--- src/hdl/sarq_isqrt.sv ---
`default_nettype none

// Pipelined integer square root, one root bit per stage.
module sarq_isqrt #(
    parameter int N  = 32,
    parameter int TW = 8
) (
    input  wire logic            i_clk,
    input  wire logic            i_rst_n,
    input  wire logic            i_valid,
    input  wire logic [2*N-1:0]  i_rad,
    input  wire logic [TW-1:0]   i_tag,
    output logic                 o_valid,
    output logic [N-1:0]         o_root,
    output logic [TW-1:0]        o_tag
);

    logic             r_vld [0:N-1];
    logic [N:0]       r_rem [0:N-1];
    logic [N-1:0]     r_root[0:N-1];
    logic [2*N-1:0]   r_rad [0:N-1];
    logic [TW-1:0]    r_tag [0:N-1];

    logic             c_vld [0:N-1];
    logic [N:0]       c_rem [0:N-1];
    logic [N-1:0]     c_root[0:N-1];
    logic [2*N-1:0]   c_rad [0:N-1];
    logic [TW-1:0]    c_tag [0:N-1];

    logic [N:0]       n_rem [0:N-1];
    logic [N-1:0]     n_root[0:N-1];

    // Stage inputs: the first stage takes the port, the rest take the previous stage.
    always_comb begin
        c_vld[0]  = i_valid;
        c_rem[0]  = '0;
        c_root[0] = '0;
        c_rad[0]  = i_rad;
        c_tag[0]  = i_tag;
        for (int k = 1; k < N; k++) begin
            c_vld[k]  = r_vld[k-1];
            c_rem[k]  = r_rem[k-1];
            c_root[k] = r_root[k-1];
            c_rad[k]  = r_rad[k-1];
            c_tag[k]  = r_tag[k-1];
        end
    end

    // One restoring step per stage: bring down two radicand bits and try root*4+1.
    always_comb begin
        logic [N+2:0] r2;
        logic [N+2:0] trial;
        for (int k = 0; k < N; k++) begin
            r2    = {c_rem[k], c_rad[k][2*N-1 -: 2]};
            trial = (N+3)'({c_root[k], 2'b01});
            if (r2 >= trial) begin
                n_rem[k]  = (N+1)'(r2 - trial);
                n_root[k] = {c_root[k][N-2:0], 1'b1};
            end else begin
                n_rem[k]  = (N+1)'(r2);
                n_root[k] = {c_root[k][N-2:0], 1'b0};
            end
        end
    end

    always_ff @(posedge i_clk) begin
        for (int k = 0; k < N; k++) begin
            if (!i_rst_n) begin
                r_vld[k] <= 1'b0;
            end else begin
                r_vld[k] <= c_vld[k];
            end
            r_rem[k]  <= n_rem[k];
            r_root[k] <= n_root[k];
            r_rad[k]  <= c_rad[k] << 2;
            r_tag[k]  <= c_tag[k];
        end
    end

    assign o_valid = r_vld[N-1];
    assign o_root  = r_root[N-1];
    assign o_tag   = r_tag[N-1];

endmodule

`default_nettype wire

--- config.mk ---
export PLATFORM = sky130hd
export DESIGN_NAME = sarq_isqrt
export DESIGN_NICKNAME = d
export VERILOG_FILES = /design/src/hdl/sarq_isqrt.sv
export SDC_FILE = /design/constraint.sdc
export NUM_CORES = 2
export LEC_CHECK = 0
export BUFFER_PORTS_ARGS = -buffer_cell sky130_fd_sc_hd__buf_2
export CAP_MARGIN = 20
export CORE_MARGIN = 5
export CORE_UTILIZATION = 50
export DETAILED_ROUTE_END_ITERATION = 6
export PLACE_DENSITY = 0.65
export SKIP_CTS_REPAIR_TIMING = 1
export SLEW_MARGIN = 20
export SYNTH_ARGS = -nofsm -noshare
export SYNTH_HDL_FRONTEND = slang
export SYNTH_MEMORY_MAX_BITS = 65536
export SYNTH_SLANG_ARGS = --single-unit
--- constraint.sdc ---
create_clock -name i_clk -period 10.1 [get_ports i_clk]
set_clock_uncertainty 0.2 [all_clocks]
set_input_delay 0.505 -clock i_clk [delete_from_list [all_inputs] [get_ports i_clk]]
set_output_delay 0.505 -clock i_clk [all_outputs]
set_load 0.05 [all_outputs]
### Word-level counts from Yosys, hierarchy flattened

Memories as Yosys holds them, arrays and structs flattened.
Index checks and enable logic that the tools add are counted.
W data, S select, Z words.

| word-level totals | value |
|---|---|
| flip-flop bits (word level) | 0 |
| memory bits (writable) | 4352 |
| bits of input ports | 75 |
| output and inout port bits | 41 |
| logic and storage cells | 199 |
| memories | 5 |

| operators by class | value |
|---|---|
| $add $sub $neg | 32 |
| order comparisons | 32 |
| mux-type cells | 98 |
| bitwise gates (word level) | 32 |

Memory list:

| name | depth | width | rd ports | clocked after Yosys merged registers in | write ports | RTL line | text |
|---|---|---|---|---|---|---|---|
| r_rad | 32 | 62 | 31 | 0 | 32 | 21 | `logic [2*N-1:0] r_rad [0:N-1];` |
| r_rem | 32 | 33 | 31 | 0 | 32 | 19 | `logic [N:0] r_rem [0:N-1];` |
| r_root | 32 | 32 | 32 | 0 | 32 | 20 | `logic [N-1:0] r_root[0:N-1];` |
| r_tag | 32 | 8 | 32 | 0 | 32 | 22 | `logic [TW-1:0] r_tag [0:N-1];` |
| r_vld | 32 | 1 | 32 | 0 | 32 | 18 | `logic r_vld [0:N-1];` |

Operators by type and width:

| cell | number |
|---|---|
| $ge A35 B34 Y1 | 31 |
| $mux W33 | 32 |
| $sub A33 B33 Y33 | 31 |
| $mux W1 | 66 |
| $or A1 B1 Y1 | 32 |
| $sub A2 B1 Y3 const B | 1 |
| $ge A2 B1 Y1 const B | 1 |

### Longest topological paths before layout

An unclocked memory read counts as a cell.

| logic depth | value |
|---|---|
| depth in word-level cells | 3 |
| mapped depth | 14 |
| mapped depth without buffers | 13 |

### Worst setup path before layout

No wires, ideal clock.

| path | value |
|---|---|
| kind | reg2reg |
| from | mem r_root[27][2], in the netlist r_root[1][354] |
| to | mem r_rem[1][411] (netlist bit) |
| library setup time | 0.070 ns |
| data arrival time | 3.236 ns |
| required time | 9.830 ns |
| path slack | 6.594 ns |
| cell stages (with the launch flop) | 14 |
| path buffers | 3 |
| clock period less this slack | 3.506 ns |
| path through | dfxtp_1 > inv_1 > ha_1 > or3_1 > o22ai_1 > o31ai_1 > o41ai_1 > a2bb2oi_1 > o31ai_1 > or2_2 > clkbuf_1 > buf_2 > clkbuf_1 > a21oi_1 |

RTL lines:

| element | RTL line |
|---|---|
| start: declaration | 20 |
| end: declaration | 19 |

==> flow_summary_export.csv <==
group,metric,value,unit
sta,setup_viol,0,
routing,wl_per_cell,16.1,um
pwr,p_comb_share,14.9,%
clock_tree,clock_latency,0.92,ns
setup_path,cp-end-kind,"flip-flop",
global_route,grt_overflow_total,0,
pwr,power_switching,7.80,mW
pwr,leakagePower,52.2,nW
synthesis,syn_inst,9348,
clock_tree,cts_tree,"done",
cells_and_area,n_fill_cell,16500,
setup_path,crit_required,10.64,ns
global_route,use_met2,33.3,%
routing,drtAntennaViolNets,0,
pwr,p_seq_share,48.0,%
pwr,pwr-share-clk,37.1,%
sta,max_slew_margin,26.3,%
cells_and_area,final_nets,10400,
clock_tree,path_clk_slew,0.06,ns
setup_path,crit_arrival,4.68,ns
clock_tree,htree_levels,5,
global_route,grt_pass1_wl,325000,um
clock_tree,numCtsBuffers,294,
pwr,powerDensity,259,nW/um^2
cells_and_area,multi_input_area,38200,sq um
pwr,p_sw_share,26.9,%
synthesis,yosysSeqAreaShare,57.2,%
place,place_hpwl,149000,um
synthesis,synthesis.nets,9984,
global_route,grt_use_met1,24.3,%
sta,layout_min_cycle_time,4.15,ns
job,drv_cap,0,
sta,grt_setup_unrepaired,"false",
global_route,grtUsageMet3,3.57,%
die,rows,162,
cells_and_area,drive_gt1_share,7.51,%
global_route,grt_usage,19.3,%
cells_and_area,layout_commonest_cell,"dfxtp_1",
sta,finalMaxSlewViolations,0,
die,ios,116,
routing,wl,201000,um
die,core-area,194000,sq um
die,die_w,451,um
routing,drt_iter0_drc,3774,
sta,setup-tns-final,0,ns
routing,drc,0,
synthesis,syn_area,97300,sq um
place,portBuffers,115,
die,die_y,451,um
clock_tree,cts_root_buf,"clkbuf_16",
cells_and_area,final_core_util,57.5,%
setup_path,crit_fanout,39,
synthesis,synth-async-reset-ratio,0,%
sta,hold_viol_final,0,
synthesis,synthFlopType,"dfxtp_1",
clock_tree,clockBufferDepth,4,
pwr,internal_power,21.2,mW
cells_and_area,mostFrequentLayoutCells,"dfxtp_1, inv_1, nand2_1",
global_route,busiest_layer,"met2",
synthesis,syn_area_per_cell,10.4,sq um
synthesis,ys_seq_elements,2783,
cells_and_area,area_delta_synth_final,14.7,%
global_route,grt_pass1_vias,63700,
worst_hold_path,hold_class,"input port to flip-flop",
outcome,status,"finished clean",
clock_tree,cts.sinks,2783,
sta,tightest_slew,1.08,ns
synthesis,synth_warnings,0,
synthesis,ys_types,83,
global_route,antenna_found_initial,1,
die,initial_core_util,50.1,%
sta,clock.fmax,241,MHz
synthesis,synth_edf_count,0,
setup_path,crit_path_start_kind,"flip-flop",
global_route,grt_max_degree,58,
sta,period_share,41.1,%
routing,vias,64500,
routing,viasPerCell,5.17,
cells_and_area,regArea,55700,sq um
setup_path,critPathKind,"flip-flop to flip-flop",
routing,first_pass_iters,5,
pwr,vdd_drop_max,218,uV
die,fp.dieArea,204000,sq um
place,gp_congestion,0.915,
## per-stage QoR
step	worst slack [ns]	total power [mW]	cell area, sq um	hold WS, ns	instances
CTS	5.85	29.2	110000	-0.627	12300
finish	5.95	29.0	112000	0.0316	12500
global route	5.74	30.5	112000	-0.0305	12500
global placement	5.91	18.3	101000	0.109	11900
floorplan	6.59	17.0	97300	0.110	9348
detailed placement	5.86	18.4	101000	0.112	11900
## flip-flops by register name, indices dropped and copies added (netlist names)
register and cells:
r_rem 975, r_vld 32, r_root 528, r_rad 992
r_tag 256
## power by group through the flow
| stage | sequential [mW] | combinational, mW | clock, mW |
|---|---|---|---|
| after detailed placement | 14.1 | 4.24 | 0 |
| after CTS | 13.9 | 4.27 | 11.0 |
| after global placement | 14.1 | 4.18 | 0 |
| after global routing | 14.1 | 4.86 | 11.6 |
| final | 13.9 | 4.33 | 10.7 |
| after floorplan | 13.7 | 3.35 | 0 |
## cell families (layout without fill, tap and decap cells)
| group | after synthesis | count (layout) | synth area share, % |
|---|---|---|---|
| other | 1 | 4 | 0.00385 |
| muxes | 101 | 101 | 1.15 |
| AOI/OAI and AO/OA | 1851 | 1851 | 11.8 |
| buffers and inverters | 904 | 1482 | 3.51 |
| adders and majority gates | 561 | 561 | 7.21 |
| and+or+nand+nor | 2366 | 2366 | 12.0 |
| xor gates and xnor gates | 781 | 781 | 7.03 |
| DFF | 2783 | 2783 | 57.2 |
## worst max-delay path, stage by stage, from the launching register on
cell,delay [ns]
dfxtp_1,0.39
inv_1,0.06
ha_1,0.33
o21a_1,0.15
o211ai_1,0.24
a31oi_1,0.25
a221o_1,0.38
a21oi_1,0.44
o21ai_0,0.23
a31oi_1,0.50
inv_1,0.11
buf_4,0.31
mux2_2,0.39
## worst paths after layout
kind | start | to | slack (ns) | cells past startpoint
worst max register to register | r_root[1][128]$_DFF_P_ | r_rem[1][171]$_DFF_P_ | 5.95 | 12
worst min register to register | r_rad[0][863]$_DFF_P_ | r_rad[0][927]$_DFF_P_ | 0.09 | 0
worst max-delay path | r_root[1][128]$_DFF_P_ | r_rem[1][171]$_DFF_P_ | 5.95 | 12
worst min-delay path | i_rad[47] | r_rad[0][47]$_DFF_P_ | 0.03 | 2
## Yosys cell counts (52+ instances only)
| cell type | n | share of area (%) |
|---|---|---|
| mux2_2 | 87 | 1.0 |
| o31ai_1 | 72 | 0.56 |
| nand4_1 | 92 | 0.59 |
| nand2b_1 | 107 | 0.69 |
| or4_1 | 69 | 0.53 |
| nor4_1 | 124 | 0.80 |
| nand3_1 | 141 | 0.73 |
| a21o_1 | 226 | 1.7 |
| o21ai_0 | 461 | 2.4 |
| a21oi_1 | 576 | 3.0 |
| or3_1 | 90 | 0.58 |
| xnor2_1 | 376 | 3.4 |
| dfxtp_1 | 2783 | 57 |
| o21bai_1 | 52 | 0.40 |
| nor3_1 | 233 | 1.2 |
| o21a_1 | 109 | 0.84 |
| and2_1 | 79 | 0.51 |
| nor2_1 | 586 | 2.3 |
| and3_1 | 56 | 0.36 |
| nand2_1 | 590 | 2.3 |
| inv_1 | 728 | 2.8 |
| clkbuf_1 | 151 | 0.58 |
| xor2_1 | 405 | 3.6 |
| ha_1 | 561 | 7.2 |
| nor2b_1 | 74 | 0.48 |
## per-layer routing
layer | share of wire (%) | up-vias
met5 | 0 | -
met4 | 3.3 | 0
met3 | 4.7 | 422
met2 | 48 | 1392
met1 | 44 | 30000
li1 | - | 32700
## cell type report
type | count | area share, %
repair buffers | 255 | 1.72
multi-input cells | 5661 | 34.3
well taps | 2542 | 2.85
clock inverters | 107 | 1.30
inverters | 728 | 2.45
flip-flops and latches | 2783 | 49.9
clock buffers | 392 | 7.47
diodes | 3 | 0.00673
Note: power is estimated with default switching activity, not from simulation.
